## src/sv/mf3_pkg.sv

```systemverilog
// Shared types, constants and compare helpers for the 3x3 median filter.
package mf3_pkg;

   localparam int MAX_WIDTH    = 1024;
   localparam int MAX_HEIGHT   = 4096;
   localparam int PIX_W        = 8;
   localparam int COL_W        = $clog2(MAX_WIDTH);
   localparam int ROW_W        = $clog2(MAX_HEIGHT);
   localparam int WIDTH_REG_W  = 11;
   localparam int HEIGHT_REG_W = 13;
   localparam int CSR_IDX_W    = 2;
   localparam int CSR_DATA_W   = 13;

   localparam logic [WIDTH_REG_W-1:0]  WIDTH_RESET  = 11'd256;
   localparam logic [HEIGHT_REG_W-1:0] HEIGHT_RESET = 13'd256;

   // register indexes
   localparam logic [CSR_IDX_W-1:0] CSR_IMAGE_WIDTH  = 2'd0;
   localparam logic [CSR_IDX_W-1:0] CSR_IMAGE_HEIGHT = 2'd1;

   // job queue between front and back
   localparam int QDEPTH = 4;
   localparam int QPTR_W = $clog2(QDEPTH);
   localparam int QCNT_W = $clog2(QDEPTH + 1);

   // result queue
   localparam int ODEPTH = 8;
   localparam int OPTR_W = $clog2(ODEPTH);
   localparam int OCNT_W = $clog2(ODEPTH + 1);

   // window rows and columns
   localparam logic [1:0] WIN_TOP = 2'd0;
   localparam logic [1:0] WIN_MID = 2'd1;
   localparam logic [1:0] WIN_BOT = 2'd2;
   localparam logic [1:0] COL_OLD = 2'd0;
   localparam logic [1:0] COL_CEN = 2'd1;
   localparam logic [1:0] COL_NEW = 2'd2;

   // result slots of one job, in delivery order
   localparam logic [1:0] RES_UP_INNER = 2'd0;
   localparam logic [1:0] RES_UP_EDGE  = 2'd1;
   localparam logic [1:0] RES_LO_INNER = 2'd2;
   localparam logic [1:0] RES_LO_EDGE  = 2'd3;

   typedef logic [PIX_W-1:0] pix_type;
   typedef logic [2:0][PIX_W-1:0] trio_type;       // [0] smallest after sort
   typedef logic [2:0][2:0][PIX_W-1:0] window_type;  // [row][col]

   typedef struct packed {
      window_type win;
      logic [3:0] needs;       // one bit per result slot
      logic       up_top_mid;  // upper result: top row clamped to middle
      logic       lo_top_bot;  // lower result: top row clamped to bottom
      logic       frame_end;
   } job_type;

   typedef struct packed {
      pix_type median;
      logic    frame_done;
      logic    run_last;
   } rsp_type;

   function automatic trio_type sort3(input pix_type a, input pix_type b, input pix_type c);
      pix_type  lo1;
      pix_type  hi1;
      pix_type  mid;
      trio_type res;
      lo1    = (a < b) ? a : b;
      hi1    = (a < b) ? b : a;
      mid    = (hi1 < c) ? hi1 : c;
      res[0] = (lo1 < c) ? lo1 : c;
      res[1] = (lo1 > mid) ? lo1 : mid;
      res[2] = (hi1 > c) ? hi1 : c;
      return res;
   endfunction

   function automatic pix_type med3(input pix_type a, input pix_type b, input pix_type c);
      trio_type s;
      s = sort3(a, b, c);
      return s[1];
   endfunction

   function automatic pix_type max3(input pix_type a, input pix_type b, input pix_type c);
      pix_type m;
      m = (a > b) ? a : b;
      return (m > c) ? m : c;
   endfunction

   function automatic pix_type min3(input pix_type a, input pix_type b, input pix_type c);
      pix_type m;
      m = (a < b) ? a : b;
      return (m < c) ? m : c;
   endfunction

endpackage

```

## src/sv/mf3_jobq.sv

```systemverilog
// Short job queue between the front end and the median back end.
module mf3_jobq import mf3_pkg::*; (
   input  logic              clock,
   input  logic              reset,
   input  logic              push,
   input  job_type           push_job,
   input  logic              pop,
   output job_type           head,
   output logic [QCNT_W-1:0] count
);

   job_type             slot_ff [QDEPTH];
   logic [QPTR_W-1:0]   wptr_ff, wptr_in, rptr_ff, rptr_in;
   logic [QCNT_W-1:0]   count_ff, count_in;

   assign head  = slot_ff[rptr_ff];
   assign count = count_ff;

   always_comb begin
      wptr_in  = push ? wptr_ff + 1'b1 : wptr_ff;
      rptr_in  = pop ? rptr_ff + 1'b1 : rptr_ff;
      count_in = count_ff + QCNT_W'(push) - QCNT_W'(pop);
   end

   always_ff @(posedge clock) begin
      if (reset) begin
         wptr_ff  <= '0;
         rptr_ff  <= '0;
         count_ff <= '0;
      end else begin
         wptr_ff  <= wptr_in;
         rptr_ff  <= rptr_in;
         count_ff <= count_in;
      end
   end

   always_ff @(posedge clock) begin
      if (push) begin
         slot_ff[wptr_ff] <= push_job;
      end
   end

endmodule

```

## config.mk

```make
export PLATFORM = sky130hd
export DESIGN_NAME = mf3_jobq
export DESIGN_NICKNAME = d
export VERILOG_FILES = /design/src/sv/mf3_pkg.sv /design/src/sv/mf3_jobq.sv
export SDC_FILE = /design/constraint.sdc
export NUM_CORES = 1
export LEC_CHECK = 0
export BUFFER_PORTS_ARGS = -buffer_cell sky130_fd_sc_hd__clkbuf_2
export CORE_MARGIN = 2
export CORE_UTILIZATION = 50
export CTS_BUF_LIST = sky130_fd_sc_hd__clkbuf_4 sky130_fd_sc_hd__clkbuf_8
export CTS_CLUSTER_DIAMETER = 40
export DETAILED_ROUTE_END_ITERATION = 12
export PLACE_DENSITY_LB_ADDON = 0.1
export SLEW_MARGIN = 20
export SYNTH_ARGS = -nofsm -noshare
export SYNTH_HDL_FRONTEND = slang
export SYNTH_SLANG_ARGS = --single-unit
```

## constraint.sdc

```tcl
create_clock -name clock -period 5.5 [get_ports clock]
set_input_delay 1.1 -clock clock [delete_from_list [all_inputs] [get_ports clock]]
set_output_delay 1.1 -clock clock [all_outputs]
set_load 0.05 [all_outputs]
```

==> results.yml, run 1 <==
drt:
  wl_per_cell_um: 20.79
  vias_post_dr: 5335
  avgViaCountPerCell: 5.236
  drtIter0Drc: 298
  detail_route.drc_violations: 0
  routed_wirelength_um: 21190
  drt-pass1-iter-count: 6
  final_antenna_net_count: 0
setup_path:
  cp.arrival_ns: 2.72
  crit_path_start_kind: "flop"
  reg2reg_depth: 4
  setup.worst_path.end_class: "output port"
  criticalPathCategory: "flop to output port"
  reg2reg_setup_slack_ns: 3.30
  path_max_fanout: 42
  critical_path_required_ns: 4.40
timing:
  finalWorstPathRequiredPeriod_ns: 3.825
  holdWs_ns: 0.5456
  hold_viol: 0
  tightestPinTransition_ns: 0.9117
  rsz0062_at_grt: "false"
  timing_max_transition_violations_final: 0
  fin_setup_tns_ns: 0
  timing.final.ws_setup_ns: 1.675
  final.period_utilization: 0.6954
  fmax_mhz: 261.4
  finClkSkew_ns: 0.01170
  timing.slew.headroom: 0.3922
  setup_viol_count_final: 0
clock_network:
  insertion_delay_ns: 0.54
  cts_max_path_buffers: 3
  cts.reportedPaths.clkPinSlew_ns: 0.06
  cts.sinks: 325
  cts_setup_buffers: 0
  ctsHoldBuffers: 0
  cts_tree: "done"
  cts-buffers-inserted: 53
  htree_levels: 2
  clock-root-buffer: "clkbuf_8"
  ctsResizeCount: 0
yosys:
  post_synth_and_or_nand_nor_area_fraction: 0.005402
  syn-cell-area_um2: 11810
  synth_sequential_area_ratio: 0.8186
  largest_family_of_logic_cells_by_synthesized_area: "multiplexers"
  yosys.area.top_type_share: 0.8033
  ys_warn_count: 0
  synth_seq_cells: 325
  synth_compound_area_frac: 0.001271
  synth_cell_type_count: 21
  yosys-top-cells-area: "edfxtp_1 (80%), mux4_2 (15%), dfxtp_1 (1.5%), ha_1 (0.64%), buf_2 (0.34%)"
  postSynthNetCount: 543
  post_synth_inst_count: 453
  synth.avg_cell_area_um2: 26.08
  post_synth_mux_area_share: 0.1515
  synth-xor-area-share: 0.003495
  post-synth-top-area-cell: "edfxtp_1"
  synth_fa_ha_area_frac: 0.008050
final_layout:
  final-seq-area_um2: 9677
  proportion_of_layout_cells_with_a_drive_suffix_above_1: 0.4814
  fill_cells: 1687
  layout_common_cells: "edfxtp_1 (316), clkbuf_2 (164), mux4_2 (79), clkbuf_8 (55)"
  n_antenna_cell: 0
  area.growth.synth_to_final_pct: 18.94
  mostFrequentLayoutCell: "edfxtp_1"
  multi_input_comb_area_um2: 2014
  nNetsFinal: 750
grt:
  grt_pass1_wl_um: 31960
  grt_max_degree: 57
  grt_pass1_vias: 5854
  grt_antenna_before_repair: 0
  groute.usage.overall: 0.1746
  gr-total-overflow: 0
place:
  dp_slack_ns: 2.100
  gpl.final_weighted_congestion: 0.7083
  hpwl_um: 12080
  port_buffers: 164
floorplan:
  effective_utilization_at_floorplan: 0.5063
  core_area_um2: 23330
  die_width_um: 157.7
  design.die.area_um2: 24870
  std_cell_rows: 56
  chipHeight_um: 157.7
  floorplan.io_pins: 165
power_and_ir_drop:
  power.static_leakage_nw: 4.811
  ir_worst_vdd_uv: 238.4
  power_per_cell_area_nw_per_um2: 406.7
run_status:
  status: "complete, no violations"
min_path:
  worstHoldPathType: "flop to flop"
  worstHoldPathCells: 2
flow_run:
  timing.max_cap.violations: 0
## path summary, 6_finish.rpt
path,start,end
setup / recovery,flop,head[18]
hold / removal,rptr_ff[1]$_SDFFE_PP0P_,flop
setup reg to reg,wptr_ff[0]$_SDFFE_PP0P_,slot_ff[0][58]$_DFFE_PP_
hold reg to reg,rptr_ff[1]$_SDFFE_PP0P_,flop
## worst max-delay path, stage by stage, from the launching register on
cell	delay, ns
dfxtp_4	0.91
buf_12	0.40
mux4_2	0.57
clkbuf_2	0.25
## report_power, final
| part | switching, mW | total (mW) | internal, mW |
|---|---|---|---|
| clock | 0.885 | 2.05 | 1.16 |
| combinational | 0.527 | 0.760 | 0.233 |
| sequential | 0.0581 | 2.91 | 2.85 |
| total | 1.47 | 5.71 | 4.24 |
## kinds of logic (layout without fill, tap and decap cells)
family / after synthesis / after routing
buffers and inverters: 24 / 271
AO/OA/AOI/OAI: 2 / 2
XOR/XNOR: 3 / 3
adder cells (fa/ha/maj): 7 / 7
AND/OR/NAND/NOR: 12 / 12
flip-flops: 325 / 325
multiplexers: 80 / 80
## layout make-up
type	count	share of cell area
Clock buffer	69	0.06136
Clock inverter	26	0.01398
Inverter	6	0.001603
Multi-Input combinational cell	104	0.1434
Sequential cell	325	0.6888
Tap cell	319	0.02841
Timing Repair Buffer	170	0.06252
## sequential cells by signal, summed over array words and instances, names as in the netlist, named ones only
signal	count
wptr_ff	2
rptr_ff	2
slot_ff	316
count	3
## synthesized netlist by cell type
cell and instances:
ha_1 6, buf_4 1, buf_12 1, fa_1 1, mux4_2 79, mux2i_1 1
a21oi_1 1, nor2_1 5, and2_1 4, xnor2_1 2, buf_6 1, dfxtp_1 9
buf_2 8, a21bo_2 1, nor2b_1 2, xor3_1 1, inv_1 6, nand3b_1 1
clkbuf_1 6, buf_8 1, edfxtp_1 316
## stage by stage
stage	cell area (um^2)	cells	total power, mW	utilization
floorplan	11810	453	3.527	-
global placement	12990	924	3.717	0.5568
detailed placement	12990	924	3.733	0.5568
CTS	14050	1019	5.788	0.6022
global route	14050	1019	5.930	0.6022
finish	14050	1019	5.714	0.6022
## routing by layer
| layer | GRT usage | up-vias | wire length, um | part of all wire |
|---|---|---|---|---|
| met3 | 0.04982 | 33 | 1467 | 0.069 |
| met2 | 0.2847 | 171 | 10710 | 0.51 |
| met1 | 0.2324 | 2768 | 8662 | 0.41 |
| met4 | 0.05108 | 0 | 346 | 0.016 |
| met5 | 0 | - | 0 | 0 |
| li1 | - | 2363 | - | - |
No activity file was read; power rests on OpenSTA's default activity.
==> run 2: changes to the inputs <==
--- a/config.mk
+++ b/config.mk
@@ -5,6 +5,7 @@
 export SDC_FILE = /design/constraint.sdc
 export NUM_CORES = 1
 export LEC_CHECK = 0
+export ABC_AREA = 1
 export BUFFER_PORTS_ARGS = -buffer_cell sky130_fd_sc_hd__clkbuf_2
 export CORE_MARGIN = 2
 export CORE_UTILIZATION = 50
==> constraint.sdc (replaced) <==
create_clock -name clock -period 3.3 [get_ports clock]
set_input_delay 0.66 -clock clock [delete_from_list [all_inputs] [get_ports clock]]
set_output_delay 0.66 -clock clock [all_outputs]
set_load 0.05 [all_outputs]
==> run 2 against run 1 <==
  * Via count up 38%
  * Register-to-register slack worse by 1.8 ns
  * Non-clock buffer count grew 10
  * Die area rose by 4.1%
  * Power up 64%
  * Core utilization is 0.50 points lower
  * Flip-flop and latch count is the same
  * Largest power group unchanged
  * Highest routed layer unchanged
==> results.yml, run 2 <==
run_status:
  status: "complete, no violations"
floorplan:
  core_area_um2: 24250
  chipHeight_um: 160.9
  design.die.area_um2: 25890
  std_cell_rows: 57
  die_width_um: 160.9
  floorplan.io_pins: 165
  effective_utilization_at_floorplan: 0.5077
final_layout:
  fill_cells: 1969
  area.growth.synth_to_final_pct: 17.62
  utilization: 0.5972
  nNetsFinal: 1172
  mostFrequentLayoutCell: "edfxtp_1"
  layout_common_cells: "edfxtp_1 (316), nor2_1 (240), o21ai_0 (164), clkbuf_2 (164), o21ai_1 (73)"
  proportion_of_layout_cells_with_a_drive_suffix_above_1: 0.2401
  largest_register_ff_count: 316
  top_register: "slot_ff"
drt:
  drtIter0Drc: 529
  detail_route.drc_violations: 0
  routed_wirelength_um: 24170
  drt-pass1-iter-count: 4
  avgViaCountPerCell: 5.097
  wl_per_cell_um: 16.77
  vias_post_dr: 7345
  final_antenna_net_count: 0
clock_network:
  insertion_delay_ns: 0.55
  cts.reportedPaths.clkPinSlew_ns: 0.06
  cts-buffers-inserted: 52
  ctsResizeCount: 0
  cts_tree: "done"
  ctsHoldBuffers: 0
  clock-root-buffer: "clkbuf_8"
  cts.sinks: 325
  cts_setup_buffers: 0
  cts_max_path_buffers: 3
  htree_levels: 2
setup_path:
  crit_path_start_kind: "flop"
  cp.arrival_ns: 2.35
  slowest_delay_ns: 0.52
  critical_path_required_ns: 2.64
  slowest_stage: "buf_12"
  critPathTopFamily: "buffers and inverters"
  setup.worst_path.end_class: "output port"
  criticalPathCategory: "flop to output port"
  reg2reg_depth: 4
  worst-path-buf-inv: 2
  path_max_fanout: 159
  reg2reg_setup_slack_ns: 1.51
  timing.rr.start: "wptr_ff[0]$_SDFFE_PP0P_"
  r2r-end: "slot_ff[3][71]$_DFFE_PP_"
  cell_chain_critical_path: "buf_12 > nor2_1 > nor2_1 > o21ai_0 > o21ai_0 > clkbuf_2"
place:
  hpwl_um: 13020
  gpl.final_weighted_congestion: 0.6873
  port_buffers: 164
grt:
  grt_pass1_wl_um: 37810
  grt_antenna_before_repair: 1
  grt_pass1_vias: 7133
  groute.usage.overall: 0.1865
  gr-total-overflow: 0
  grt_max_degree: 160
timing:
  finalWorstPathRequiredPeriod_ns: 3.014
  fin_setup_tns_ns: 0
  rsz0062_at_grt: "false"
  setup_viol_count_final: 0
  fmax_mhz: 331.7
  final.period_utilization: 0.9135
  timing_max_transition_violations_final: 0
  holdWs_ns: 0.3255
  tightestPinTransition_ns: 0.7812
  hold_viol: 0
  timing.slew.headroom: 0.4792
  finClkSkew_ns: 0.008111
yosys:
  synth_edf_count: 316
  post_synth_inst_count: 901
  ys_dominant_reg_cell: "edfxtp_1"
  synth.avg_cell_area_um2: 13.66
  synth_cell_type_count: 21
  yosys.area.top_type_share: 0.7708
  post-synth-top-area-cell: "edfxtp_1"
  syn-cell-area_um2: 12310
  yosys-top-cells-area: "edfxtp_1 (77%), nor2_1 (7.3%), o21ai_0 (6.7%), o21ai_1 (3.0%), dfxtp_1 (1.5%)"
  postSynthNetCount: 991
  synth.most_common_cell: "edfxtp_1"
  ys_warn_count: 0
  synth_sequential_area_ratio: 0.7854
  synth_seq_cells: 325
  synthTopCellsByCount: "edfxtp_1 (316), nor2_1 (240), o21ai_0 (164)"
  synth-async-reset-ratio: 0
min_path:
  worstHoldPathCells: 1
  worst_hold_startpoint: "push_job[63]"
  worst_hold_path.endpoint: "slot_ff[0][63]$_DFFE_PP_"
  worstHoldPathType: "input port to flop"
power_and_ir_drop:
  power_per_cell_area_nw_per_um2: 645.3
  power.static_leakage_nw: 5.256
  ir_worst_vdd_uv: 435.9
flow_run:
  timing.max_cap.violations: 0
-- run 2: changes by cell type after synthesis, moves of 4 or more --
cell and delta:
nor2_1 +235, o21ai_0 +164, mux4_2 -79, o21ai_1 +73, buf_2 +14, nand2_1 +12, inv_1 +11, clkbuf_1 +10
buf_6 +5, and2_1 -4, buf_4 +4, clkbuf_2 +4
-- run 2: logic make-up after synthesis --
kind of cell	count (synthesis)	synth area share
flip-flops	325	0.7854
adder cells (fa/ha/maj)	7	0.007724
buffers and inverters	72	0.02998
AND/OR/NAND/NOR	256	0.07867
AO/OA/AOI/OAI	241	0.09818
-- run 2: cell type report --
type	instances	area [um^2]	share of cell area
Sequential cell	325	9673	0.6680
Timing Repair Buffer	180	1041	0.07189
Antenna cell	1	2.502	0.0001728
Multi-Input combinational cell	504	2272	0.1569
Inverter	19	81.33	0.005617
Tap cell	324	405.4	0.02800
Clock buffer	74	887.1	0.06126
Clock inverter	14	117.6	0.008122
-- run 2: metrics by stage --
step / instance area (um^2) / power (mW) / cells / worst slack, ns
floorplan: 12310 / 5.767 / 901 / 0.6426
global placement: 13470 / 6.121 / 1352 / 0.8701
detailed placement: 13470 / 6.131 / 1352 / 0.8638
CTS: 14480 / 9.444 / 1440 / 0.2527
global route: 14480 / 9.717 / 1440 / 0.1230
finish: 14480 / 9.343 / 1441 / 0.2856
-- run 2: worst reg2reg max path, cell delays in order, from the launching register on --
cell	delay [ns]
dfxtp_1	0.34
ha_1	0.20
nand2_1	0.08
clkinv_2	0.46
buf_4	0.44
-- run 2: power breakdown --
part	total, mW	internal, mW	switching (mW)
Clock	3.32	1.87	1.44
Combinational	1.27	0.281	0.991
Sequential	4.76	4.71	0.0411
Total	9.34	6.87	2.47
-- run 2: per-layer routing --
| metal | share of wire | global-route usage | vias up | wire length [um] |
|---|---|---|---|---|
| met5 | 0 | 0 | - | 0 |
| met4 | 0.019 | 0.05235 | 0 | 452 |
| met3 | 0.065 | 0.05139 | 50 | 1565 |
| met2 | 0.48 | 0.3114 | 201 | 11630 |
| met1 | 0.44 | 0.2422 | 3484 | 10520 |
| li1 | - | - | 3610 | - |
-- run 2: worst max-delay path by stage --
| stage | slack [ns] | endpoint | from | cells past startpoint |
|---|---|---|---|---|
| global placement | 0.87 | head[44] | flop | 5 |
| floorplan | 0.64 | slot_ff[2][0]$_DFFE_PP_ | push | 2 |
| CTS | 0.25 | head[44] | flop | 5 |
| global route | 0.12 | head[3] | flop | 6 |
| finish | 0.29 | head[44] | flop | 6 |
| detailed placement | 0.86 | head[44] | flop | 5 |
