===== src/sv/mf3_pkg.sv =====
// Shared types, constants and compare helpers for the 3x3 median filter.
package mf3_pkg;

   localparam int MAX_WIDTH    = 1024;
   localparam int MAX_HEIGHT   = 4096;
   localparam int PIX_W        = 8;
   localparam int COL_W        = $clog2(MAX_WIDTH);
   localparam int ROW_W        = $clog2(MAX_HEIGHT);
   localparam int WIDTH_REG_W  = 11;
   localparam int HEIGHT_REG_W = 13;
   localparam int CSR_IDX_W    = 2;
   localparam int CSR_DATA_W   = 13;

   localparam logic [WIDTH_REG_W-1:0]  WIDTH_RESET  = 11'd256;
   localparam logic [HEIGHT_REG_W-1:0] HEIGHT_RESET = 13'd256;

   // register indexes
   localparam logic [CSR_IDX_W-1:0] CSR_IMAGE_WIDTH  = 2'd0;
   localparam logic [CSR_IDX_W-1:0] CSR_IMAGE_HEIGHT = 2'd1;

   // job queue between front and back
   localparam int QDEPTH = 4;
   localparam int QPTR_W = $clog2(QDEPTH);
   localparam int QCNT_W = $clog2(QDEPTH + 1);

   // result queue
   localparam int ODEPTH = 8;
   localparam int OPTR_W = $clog2(ODEPTH);
   localparam int OCNT_W = $clog2(ODEPTH + 1);

   // window rows and columns
   localparam logic [1:0] WIN_TOP = 2'd0;
   localparam logic [1:0] WIN_MID = 2'd1;
   localparam logic [1:0] WIN_BOT = 2'd2;
   localparam logic [1:0] COL_OLD = 2'd0;
   localparam logic [1:0] COL_CEN = 2'd1;
   localparam logic [1:0] COL_NEW = 2'd2;

   // result slots of one job, in delivery order
   localparam logic [1:0] RES_UP_INNER = 2'd0;
   localparam logic [1:0] RES_UP_EDGE  = 2'd1;
   localparam logic [1:0] RES_LO_INNER = 2'd2;
   localparam logic [1:0] RES_LO_EDGE  = 2'd3;

   typedef logic [PIX_W-1:0] pix_type;
   typedef logic [2:0][PIX_W-1:0] trio_type;       // [0] smallest after sort
   typedef logic [2:0][2:0][PIX_W-1:0] window_type;  // [row][col]

   typedef struct packed {
      window_type win;
      logic [3:0] needs;       // one bit per result slot
      logic       up_top_mid;  // upper result: top row clamped to middle
      logic       lo_top_bot;  // lower result: top row clamped to bottom
      logic       frame_end;
   } job_type;

   typedef struct packed {
      pix_type median;
      logic    frame_done;
      logic    run_last;
   } rsp_type;

   function automatic trio_type sort3(input pix_type a, input pix_type b, input pix_type c);
      pix_type  lo1;
      pix_type  hi1;
      pix_type  mid;
      trio_type res;
      lo1    = (a < b) ? a : b;
      hi1    = (a < b) ? b : a;
      mid    = (hi1 < c) ? hi1 : c;
      res[0] = (lo1 < c) ? lo1 : c;
      res[1] = (lo1 > mid) ? lo1 : mid;
      res[2] = (hi1 > c) ? hi1 : c;
      return res;
   endfunction

   function automatic pix_type med3(input pix_type a, input pix_type b, input pix_type c);
      trio_type s;
      s = sort3(a, b, c);
      return s[1];
   endfunction

   function automatic pix_type max3(input pix_type a, input pix_type b, input pix_type c);
      pix_type m;
      m = (a > b) ? a : b;
      return (m > c) ? m : c;
   endfunction

   function automatic pix_type min3(input pix_type a, input pix_type b, input pix_type c);
      pix_type m;
      m = (a < b) ? a : b;
      return (m < c) ? m : c;
   endfunction

endpackage


===== src/sv/mf3_back.sv =====
// Back end: steps through the results of each job, two-stage median, result queue.
module mf3_back import mf3_pkg::*; (
   input  logic              clock,
   input  logic              reset,
   input  job_type           head,
   input  logic [QCNT_W-1:0] q_count,
   output logic              q_pop,
   output logic              rsp_empty,
   input  logic              rsp_pop,
   output pix_type           rsp_median_out,
   output logic              rsp_frame_done,
   output logic              rsp_run_last
);

   logic [3:0]  done_ff, done_in, pend, sel_mask, rest;
   logic [1:0]  sel_code;
   logic        issue, is_last, upper, edge_col;
   logic [OCNT_W-1:0] occ;
   logic [2:0][1:0] rs, cs;
   window_type  taps;
   trio_type    srt0, srt1, srt2;

   logic        sa_valid_ff;
   trio_type    sa_row0_ff, sa_row1_ff, sa_row2_ff;
   logic        sa_run_last_ff, sa_frame_done_ff;
   rsp_type     med_word;

   rsp_type             of_ff [ODEPTH];
   logic [OPTR_W-1:0]   of_wptr_ff, of_wptr_in, of_rptr_ff, of_rptr_in;
   logic [OCNT_W-1:0]   of_count_ff, of_count_in;
   logic                of_pop;

   assign pend = head.needs & ~done_ff;
   assign occ  = of_count_ff + OCNT_W'(sa_valid_ff);
   assign issue = (q_count != '0) && (occ < OCNT_W'(ODEPTH));

   always_comb begin
      priority if (pend[RES_UP_INNER]) begin
         sel_code = RES_UP_INNER;
      end else if (pend[RES_UP_EDGE]) begin
         sel_code = RES_UP_EDGE;
      end else if (pend[RES_LO_INNER]) begin
         sel_code = RES_LO_INNER;
      end else begin
         sel_code = RES_LO_EDGE;
      end
      sel_mask = 4'b0001 << sel_code;
      rest     = pend & ~sel_mask;
      is_last  = rest == '0;
      q_pop    = issue && is_last;
      done_in  = done_ff;
      if (issue) begin
         done_in = is_last ? '0 : (done_ff | sel_mask);
      end
   end

   // pick the nine taps with edge clamping for the chosen slot
   always_comb begin
      upper    = !sel_code[1];
      edge_col = sel_code[0];
      if (upper) begin
         rs[0] = head.up_top_mid ? WIN_MID : WIN_TOP;
         rs[1] = WIN_MID;
      end else begin
         rs[0] = head.lo_top_bot ? WIN_BOT : WIN_MID;
         rs[1] = WIN_BOT;
      end
      rs[2] = WIN_BOT;
      if (edge_col) begin
         cs[0] = COL_CEN;
         cs[1] = COL_NEW;
      end else begin
         cs[0] = COL_OLD;
         cs[1] = COL_CEN;
      end
      cs[2] = COL_NEW;
      for (int i = 0; i < 3; i++) begin
         for (int j = 0; j < 3; j++) begin
            taps[i][j] = head.win[rs[i]][cs[j]];
         end
      end
      srt0 = sort3(taps[0][0], taps[0][1], taps[0][2]);
      srt1 = sort3(taps[1][0], taps[1][1], taps[1][2]);
      srt2 = sort3(taps[2][0], taps[2][1], taps[2][2]);
   end

   // median of nine from three sorted rows
   always_comb begin
      med_word.median = med3(max3(sa_row0_ff[0], sa_row1_ff[0], sa_row2_ff[0]),
                             med3(sa_row0_ff[1], sa_row1_ff[1], sa_row2_ff[1]),
                             min3(sa_row0_ff[2], sa_row1_ff[2], sa_row2_ff[2]));
      med_word.frame_done = sa_frame_done_ff;
      med_word.run_last   = sa_run_last_ff;
   end

   assign rsp_empty      = of_count_ff == '0;
   assign of_pop         = rsp_pop && !rsp_empty;
   assign rsp_median_out = of_ff[of_rptr_ff].median;
   assign rsp_frame_done = of_ff[of_rptr_ff].frame_done;
   assign rsp_run_last   = of_ff[of_rptr_ff].run_last;

   always_comb begin
      of_wptr_in  = sa_valid_ff ? of_wptr_ff + 1'b1 : of_wptr_ff;
      of_rptr_in  = of_pop ? of_rptr_ff + 1'b1 : of_rptr_ff;
      of_count_in = of_count_ff + OCNT_W'(sa_valid_ff) - OCNT_W'(of_pop);
   end

   always_ff @(posedge clock) begin
      if (reset) begin
         done_ff     <= '0;
         sa_valid_ff <= 1'b0;
         of_wptr_ff  <= '0;
         of_rptr_ff  <= '0;
         of_count_ff <= '0;
      end else begin
         done_ff     <= done_in;
         sa_valid_ff <= issue;
         of_wptr_ff  <= of_wptr_in;
         of_rptr_ff  <= of_rptr_in;
         of_count_ff <= of_count_in;
      end
   end

   always_ff @(posedge clock) begin
      if (issue) begin
         sa_row0_ff       <= srt0;
         sa_row1_ff       <= srt1;
         sa_row2_ff       <= srt2;
         sa_run_last_ff   <= is_last;
         sa_frame_done_ff <= is_last && head.frame_end;
      end
      if (sa_valid_ff) begin
         of_ff[of_wptr_ff] <= med_word;
      end
   end

endmodule


===== config.mk =====
export PLATFORM = sky130hd
export DESIGN_NAME = mf3_back
export DESIGN_NICKNAME = d
export VERILOG_FILES = /design/src/sv/mf3_pkg.sv /design/src/sv/mf3_back.sv
export SDC_FILE = /design/constraint.sdc
export NUM_CORES = 1
export LEC_CHECK = 0
export CELL_PAD_IN_SITES_DETAIL_PLACEMENT = 1
export CELL_PAD_IN_SITES_GLOBAL_PLACEMENT = 1
export CORE_UTILIZATION = 52
export DETAILED_ROUTE_END_ITERATION = 10
export DONT_BUFFER_PORTS = 1
export PLACE_DENSITY_LB_ADDON = 0.1
export SETUP_SLACK_MARGIN = 0.05
export SYNTH_ARGS = -nofsm -noshare
export SYNTH_HDL_FRONTEND = slang
export SYNTH_SLANG_ARGS = --single-unit
export TNS_END_PERCENT = 10

===== constraint.sdc =====
create_clock -name clock -period 16 [get_ports clock]
set_clock_uncertainty 0.2 [all_clocks]
set_input_delay 2.4 -clock clock [delete_from_list [all_inputs] [get_ports clock]]
set_output_delay 2.4 -clock clock [all_outputs]
set_load 0.03 [all_outputs]

==> results of run 1 <==
-- metal layers --
metal	wire length [um]	track usage (%)
met1	19900	41.9
met2	21300	54.4
met3	2080	4.89
met4	1460	11.9
met5	0	0
-- kinds of logic after synthesis --
logic type | after synthesis | share of synthesized area (%)
AO/OA/AOI/OAI | 378 | 17.2
AND/OR/NAND/NOR | 367 | 12.0
multiplexers | 203 | 16.5
buffers and inverters | 173 | 4.61
flip-flops | 172 | 34.6
adder cells (fa/ha/maj) | 166 | 14.4
XOR/XNOR | 11 | 0.669
-- critical path: cells and delay by family (launching register included) --
| kind | cells | cell delay, ns |
|---|---|---|
| AOI/OAI and AO/OA | 28 | 8.00 |
| DFF | 1 | 0.50 |
| muxes | 2 | 0.64 |
| and+or+nand+nor | 14 | 2.14 |
| buffers and inverters | 2 | 0.41 |
| adders and majority gates | 6 | 1.86 |
-- synthesized netlist by cell type (all sizes together) (3+ instances only) --
master / number
mux4: 20
nand4: 20
mux2: 55
xor2: 5
o211ai: 7
edfxtp: 154
o221ai: 3
o211a: 4
a22oi: 10
and2: 13
nor3b: 4
o22ai: 9
o21ai: 123
nor3: 18
dfxtp: 18
o31ai: 9
a21o: 34
a21boi: 4
mux2i: 128
or3: 13
clkbuf: 35
and3: 6
a211oi: 19
o31a: 4
a221oi: 4
nand2: 132
nand3: 16
ha: 166
o21a: 19
a21oi: 74
nor2: 96
o221a: 6
a211o: 4
nor2b: 21
a2111oi: 5
buf: 19
o2111ai: 7
nand2b: 20
xnor2: 6
a311oi: 4
a31oi: 12
and4: 3
inv: 119
-- state kept, by name, summed over array words and instances (netlist names), named ones only --
signal and cells:
done_ff 4, of_count_ff 4, sa_row0_ff 24, of_wptr_ff 3, of_rptr_ff 3, sa_row2_ff 24, sa_valid_ff 1, sa_frame_done_ff 1
sa_row1_ff 24, of_ff 80, sa_run_last_ff 1
-- layout make-up --
cell class | count | share of cell area (%)
clock buffer | 17 | 2.77
clock inverter | 15 | 1.24
inverter | 119 | 2.91
multi-input combinational | 1125 | 57.1
sequential | 172 | 32.4
tap | 341 | 2.78
timing repair buffer | 16 | 0.782
-- path summary, 6_finish.rpt --
| check | end | cells past startpoint | start |
|---|---|---|---|
| worst max register to register | of_ff[4][6] | 52 | sa_row1_ff[10] |
| worst min-delay path | done_ff[3] | 2 | done_ff[3] |
| worst max-delay path | of_ff[4][6] | 52 | sa_row1_ff[10] |
| worst min register to register | done_ff[3] | 2 | done_ff[3] |
-- per-stage QoR --
step           instance area (um2)  utilization, %  std cells  hold slack [ns]
5_1_grt                      15400            56.9       1805            0.303
3_5_place_dp                 14800            54.6       1773            0.258
3_3_place_gp                 14800            54.6       1773            0.255
2_1_floorplan                14400               -       1470            0.237
4_1_cts                      15400            56.9       1805            0.278
6_report                     15400            56.9       1805            0.274
==> run metrics, run 1 <==
outcome=complete, no violations; Final setup viols=0; dpl hpwl=34,400 um; wire length per cell=24.8 um; I/O Buffers=0; FF/Latch Area=4980 um2; Resize count post-CTS=0; syn nets=1,721; GRT overflow=0; Final Hold Vio Count=0; FFs w/ async S/R, synth=0%; unrepaired setup endpoints after global routing=false; Final GP Congestion=0.886; GRT Total Usage=32.3%; antenna-violating nets left=0; Final Slew Violations=0; n_diodes=0; die span in y=168 um; Row Count=60; Worst-Skew Late Latency=0.44 ns; via count=11,700; Layout Nets=1,702; fmax=0.0710 GHz; ys flop type=edfxtp_1; worst slew pin tran=1.20 ns; YS warnings=0; crit path kind=flip-flop to flip-flop; Post-Syn Area=14,400 um2; CTS Root Cell=clkbuf_16; Setup WS post-layout=1.91 ns; multi-input gate area in the final layout=8780 um2; startpoint types=flip-flop; R2R setup slack=1.91 ns; Crit Path Max Fanout=25; initial antenna violation count=0; post-synthesis sequential area ratio=34.6%; Placeable Area=27,000 um2; Final Cycle Share=88.1%; H-tree depth=4; cell mode on critical path=o21ai_0; Max-cap violations=0; number of synthesized flops with an enable pin=154; Yosys cell types=80; required time worst endpoint=15.90 ns; number of global-route vias before repair=12,400; die width=168 um; Routed WL=44,700 um; Synth-to-Final Area Change=6.72%; io pins=97; Fin Setup TNS=0 ns; area leader, netlist=edfxtp_1; Area contributors post-synth=edfxtp_1 32%, ha_1 14%, mux2i_1 8.8%, mux2_2 4.1%, o21ai_0 3.8%; commonest non-fill, non-tap cells in the layout=166 x ha_1, 154 x edfxtp_1, 132 x nand2_1, 127 x mux2i_1, 119 x inv_1; WP data arrival=13.99 ns; initial DRC count=835; fill cell count=3,025; DR pass1 iterations=6; post-synth top area share=32.1%; Worst Setup End Kind=flip-flop; full die area=28,400 um2; DRC viols=0; Placement Setup Slack=2.17 ns; Tmin final=14.09 ns; # Post-CTS Setup Buffers=0; TritonCTS Buffers=17; Worst slew margin=19.8%; first-pass GRT wire length=69,800 um; CTS tree=built; DR vias/cell=6.49; Initial Utilization=53.3%; Reg clk slew, reported paths=0.08 ns; most common cell after layout, fill and taps aside=ha_1; Sink Count=172; largest net degree at the start of global routing=81; layout cells sized above 1=9.97%; worst stage delay on the critical path=0.89 ns; Syn Inst Count=1,470; Synth Register Bits=172; syn avg cell area=9.80 um2; Worst Hold Class=flip-flop to flip-flop; Hold Buf Count CTS=0; Clock Path Buffers=2; critical path's slowest cell=o21ai_2
Power of run 1 is left out: the tool's default activity adds up to more than one toggle a clock period on the data nets, which glitch-free logic cannot reach.
==> inputs of run 2 (changes only) <==
--- a/config.mk
+++ b/config.mk
@@ -5,11 +5,11 @@
 export SDC_FILE = /design/constraint.sdc
 export NUM_CORES = 1
 export LEC_CHECK = 0
+export BUFFER_PORTS_ARGS = -buffer_cell sky130_fd_sc_hd__clkbuf_2
 export CELL_PAD_IN_SITES_DETAIL_PLACEMENT = 1
 export CELL_PAD_IN_SITES_GLOBAL_PLACEMENT = 1
-export CORE_UTILIZATION = 52
+export CORE_UTILIZATION = 49
 export DETAILED_ROUTE_END_ITERATION = 10
-export DONT_BUFFER_PORTS = 1
 export PLACE_DENSITY_LB_ADDON = 0.1
 export SETUP_SLACK_MARGIN = 0.05
 export SYNTH_ARGS = -nofsm -noshare
==> run 2 against run 1 <==
Wire length fell by 0.20%. Cell count rose by 7.7%. Core utilization fell by 1.7 points. Via count rose by 2.7%. Critical path depth fell by 1. Sequential cell count did not move. Non-clock buffer count rose by 96. Sequential share of layout area fell by 1.1 points. Fmax rose by 0.92%.
==> run metrics, run 2 (synthesis gave the netlist of run 1 again) <==
Placeable Area=28,800 um2; worst stage delay on the critical path=0.82 ns; DRC viols=0; dpl hpwl=34,800 um; GRT overflow=0; Final Cycle Share=87.3%; Worst Hold Class=flip-flop to flip-flop; Area after DPL=15,300 um2; CTS Root Cell=clkbuf_16; Tmin final=13.96 ns; initial DRC count=767; number of global-route vias before repair=12,500; Final Hold Vio Count=0; via count=12,000; TritonCTS Buffers=17; first-pass GRT wire length=70,200 um; Crit Path Max Fanout=25; I/O Buffers=96; Fin Setup TNS=0 ns; Worst Setup End Kind=flip-flop; Synth-to-Final Area Change=10.3%; full die area=30,100 um2; Max-cap violations=0; Initial Utilization=50.0%; Routed WL=44,600 um; die span in y=173 um; layout cells sized above 1=15.4%; unrepaired setup endpoints after global routing=false; Hold Buf Count CTS=0; worst slew pin tran=1.30 ns; CTS tree=built; Layout Nets=1,798; antenna-violating nets left=0; required time worst endpoint=15.93 ns; n_diodes=0; Final setup viols=0; Worst-Skew Late Latency=0.45 ns; DR vias/cell=6.19; cell mode on critical path=o21ai_0; initial antenna violation count=0; Row Count=62; fmax=0.0716 GHz; largest net degree at the start of global routing=81; Worst slew margin=13.1%; Reg clk slew, reported paths=0.08 ns; GRT Total Usage=30.2%; Sink Count=172; Final Slew Violations=0; io pins=97; Clock Path Buffers=2; DR pass1 iterations=5; most common cell after layout, fill and taps aside=ha_1; die width=173 um; WP data arrival=13.90 ns; final hold slack=0.286 ns; Final GP Congestion=0.926; Setup WS post-layout=2.04 ns; startpoint types=flip-flop; outcome=complete, no violations; wire length per cell=22.9 um; Resize count post-CTS=0; post-route cell area=15,900 um2; commonest non-fill, non-tap cells in the layout=166 x ha_1, 154 x edfxtp_1, 132 x nand2_1, 127 x mux2i_1, 120 x inv_1; Placement Setup Slack=2.29 ns; crit path kind=flip-flop to flip-flop; number of flip-flops in the largest register=80; register bank with the most flops=of_ff; critical path's slowest cell=o21ai_2; H-tree depth=4; # Post-CTS Setup Buffers=0
==> run 2: cell count changes in the layout (fill, tap and decap cells not counted), sizes merged <==
cell,previous run,this run
clkbuf,17,113
clkinvlp,1,0
clkinv,8,6
inv,125,128
==> run 2: final cells by class <==
type,count,area (um2)
Clock buffer,17,425
Clock inverter,15,174
Fill cell,3263,12900
Inverter,119,447
Multi-Input combinational cell,1125,8780
Sequential cell,172,4980
Tap cell,384,480
Timing Repair Buffer,112,601
==> run 2: stage by stage <==
step | cells | util, %
final | 1944 | 55.2
after global routing | 1944 | 55.2
after CTS | 1944 | 55.2
after detailed placement | 1912 | 53.1
after global placement | 1912 | 53.1
after floorplan | 1470 | -
==> run 2: routing by layer <==
layer	GRT usage, %	share of wire (%)
met2	49.5	47
met3	3.14	3.4
met5	0	0
met1	41.2	46
met4	11.5	3.4
==> run 2: critical path: cells and delay by family (launching register included) <==
kind / cells / cell delay (ns)
compound gates: 28 / 7.91
simple gates: 13 / 2.13
mux: 1 / 0.33
flops: 1 / 0.49
buf+inv: 3 / 0.70
fa+ha+maj: 6 / 1.90
==> run 2: path summary, 6_finish.rpt <==
check / to / startpoint / cells after the start / slack [ns]
worst min-delay path: done_ff[3] / done_ff[3] / 2 / 0.29
worst max-delay path: of_ff[6][6] / sa_row1_ff[10] / 51 / 2.04
worst min register to register: done_ff[3] / done_ff[3] / 2 / 0.29
worst max register to register: of_ff[6][6] / sa_row1_ff[10] / 51 / 2.04
Power of run 2 is left out for the same reason.
==> inputs of run 3 (changes only) <==
--- a/config.mk
+++ b/config.mk
@@ -8,7 +8,7 @@
 export BUFFER_PORTS_ARGS = -buffer_cell sky130_fd_sc_hd__clkbuf_2
 export CELL_PAD_IN_SITES_DETAIL_PLACEMENT = 1
 export CELL_PAD_IN_SITES_GLOBAL_PLACEMENT = 1
-export CORE_UTILIZATION = 49
+export CORE_UTILIZATION = 44
 export DETAILED_ROUTE_END_ITERATION = 10
 export PLACE_DENSITY_LB_ADDON = 0.1
 export SETUP_SLACK_MARGIN = 0.05
==> constraint.sdc (replaced) <==
create_clock -name clock -period 11.76 [get_ports clock]
set_clock_uncertainty 0.2 [all_clocks]
set_input_delay 1.764 -clock clock [delete_from_list [all_inputs] [get_ports clock]]
set_output_delay 1.764 -clock clock [all_outputs]
set_load 0.03 [all_outputs]
==> run 3 against run 2 <==
Wire length is 3.1% higher. Cell area is 4.1% higher. First-iteration DRC count is 28% lower. Cell count is 5.1% higher. Hold slack better by 0.0050 ns. Global-route usage is 2.7 points lower. Sequential share of layout area is 1.2 points lower. Core utilization is 3.3 points lower.
==> run metrics, run 3 (synthesis gave the netlist of run 1 again) <==
Final Hold Vio Count=0; required time worst endpoint=11.73 ns; Tmin final=11.45 ns; unrepaired setup endpoints after global routing=true; Hold Buf Count CTS=0; first-pass GRT wire length=70,300 um; GRT Total Usage=27.6%; Clock Path Buffers=2; Worst Hold Class=flip-flop to flip-flop; largest net degree at the start of global routing=72; most common cell after layout, fill and taps aside=ha_1; hold path depth=2; Synth-to-Final Area Change=14.9%; dpl hpwl=35,700 um; fmax=0.0874 GHz; Routed WL=46,000 um; Final Slew Violations=0; R2R depth=57; post-route cell area=16,500 um2; multi-input gate area in the final layout=8970 um2; WP data arrival=11.41 ns; Crit Path Max Fanout=20; outcome=complete, no violations; FF/Latch Area=4980 um2; number of global-route vias before repair=12,600; via count=12,200; DR vias/cell=5.95; critical path's slowest cell=edfxtp_1; antenna-violating nets left=0; worst stage delay on the critical path=0.48 ns; fill cell count=3,609; n_diodes=0; Worst Setup End Kind=flip-flop; commonest non-fill, non-tap cells in the layout=165 x ha_1, 154 x edfxtp_1, 132 x nand2_1, 126 x mux2i_1, 119 x inv_1; I/O Buffers=96; Placement Setup Slack=-0.252 ns; R2R setup slack=0.31 ns; startpoint types=flip-flop; Reg clk slew, reported paths=0.07 ns; CTS tree=built; GR Util met3=2.88%; full die area=33,500 um2; io pins=97; Worst-Skew Late Latency=0.44 ns; register bank with the most flops=of_ff; TritonCTS Buffers=17; Row Count=65; crit path kind=flip-flop to flip-flop; GRT overflow=0; DR pass1 iterations=7; HP Start=done_ff[0]; initial DRC count=551; H-tree depth=4; M2 GR Usage=48.1%; Area after DPL=15,600 um2; met1 Usage GRT=35.2%; Final setup viols=0; initial antenna violation count=1; die width=183 um; FF-to-FF End=of_ff[6][2]; R2R Path Start=sa_row1_ff[10]; Final Cycle Share=97.3%; worst slew pin tran=1.12 ns; Worst slew margin=25.3%; wire length per cell=22.5 um; layout cells sized above 1=20.0%; die span in y=183 um; Max-cap violations=0; Placeable Area=31,900 um2; DRC viols=0; busiest grt layer=met2; Sink Count=172; CTS Root Cell=clkbuf_16; Layout Nets=1,847; Setup WS post-layout=0.312 ns; Initial Utilization=45.2%; Final GP Congestion=0.901; number of flip-flops in the largest register=80; Hold Path Sink=done_ff[0]
run 3: cell types whose count changed in the layout (fill, tap and decap cells not counted), moves of 3 or more:
cell	delta
o21ai_1	+8
a21oi_1	-5
a31oi_1	-3
a211oi_2	+5
a211oi_1	-5
bufinv_16	+3
o21ai_0	-9
buf_4	+43
a21oi_2	+5
run 3: worst max path at each step:
stage	startpoint	endpoint	slack (ns)	cells after the start
2_1_floorplan	sa_row1_ff[10]	of_ff[0][4]	0.49	59
3_5_place_dp	sa_row1_ff[10]	of_ff[7][5]	-0.25	53
3_3_place_gp	sa_row1_ff[10]	of_ff[4][2]	0.41	54
6_report	sa_row1_ff[10]	of_ff[6][2]	0.31	57
5_1_grt	sa_row1_ff[10]	of_ff[6][8]	-0.19	57
4_1_cts	sa_row1_ff[10]	of_ff[6][2]	0.06	56
run 3: layout make-up:
type | instances | area share, %
clock buffer | 18 | 2.59
clock inverter | 14 | 1.23
inverter | 119 | 2.70
multi-input combinational | 1128 | 54.3
sequential | 172 | 30.1
tap | 435 | 3.29
timing repair buffer | 158 | 5.80
run 3: layer usage:
metal | vias up | share of wire (%)
li1 | 5767 | -
met2 | 334 | 48
met5 | - | 0
met1 | 5976 | 45
met4 | 0 | 3.6
met3 | 85 | 3.5
run 3: worst max-delay path: cells and delay by family (launching register included):
family / cells / cell delay (ns)
adders and majority gates: 6 / 1.79
muxes: 2 / 0.43
and+or+nand+nor: 14 / 2.09
DFF: 1 / 0.48
AOI/OAI and AO/OA: 29 / 5.26
buffers and inverters: 6 / 0.92
run 3: repair_timing:
item                                    CTS  global route
gates cloned                              0             5
endpoints found under the hold margin     0             0
resized for setup                         6            42
endpoints found under the setup margin   64            64
pin swaps                                 0             6
buffers inserted                          0            15
run 3: through the flow:
step / setup TNS (ns) / utilization (%) / instances / hold slack [ns]
2_1_floorplan: 0 / - / 1470 / 0.237
3_3_place_gp: 0 / 48.9 / 1992 / 0.269
3_5_place_dp: -11.96 / 48.9 / 1992 / 0.283
4_1_cts: 0 / 50.9 / 2024 / 0.300
5_1_grt: -7.48 / 51.9 / 2044 / 0.313
6_report: 0 / 51.9 / 2044 / 0.291
Power of run 3 is left out for the same reason.
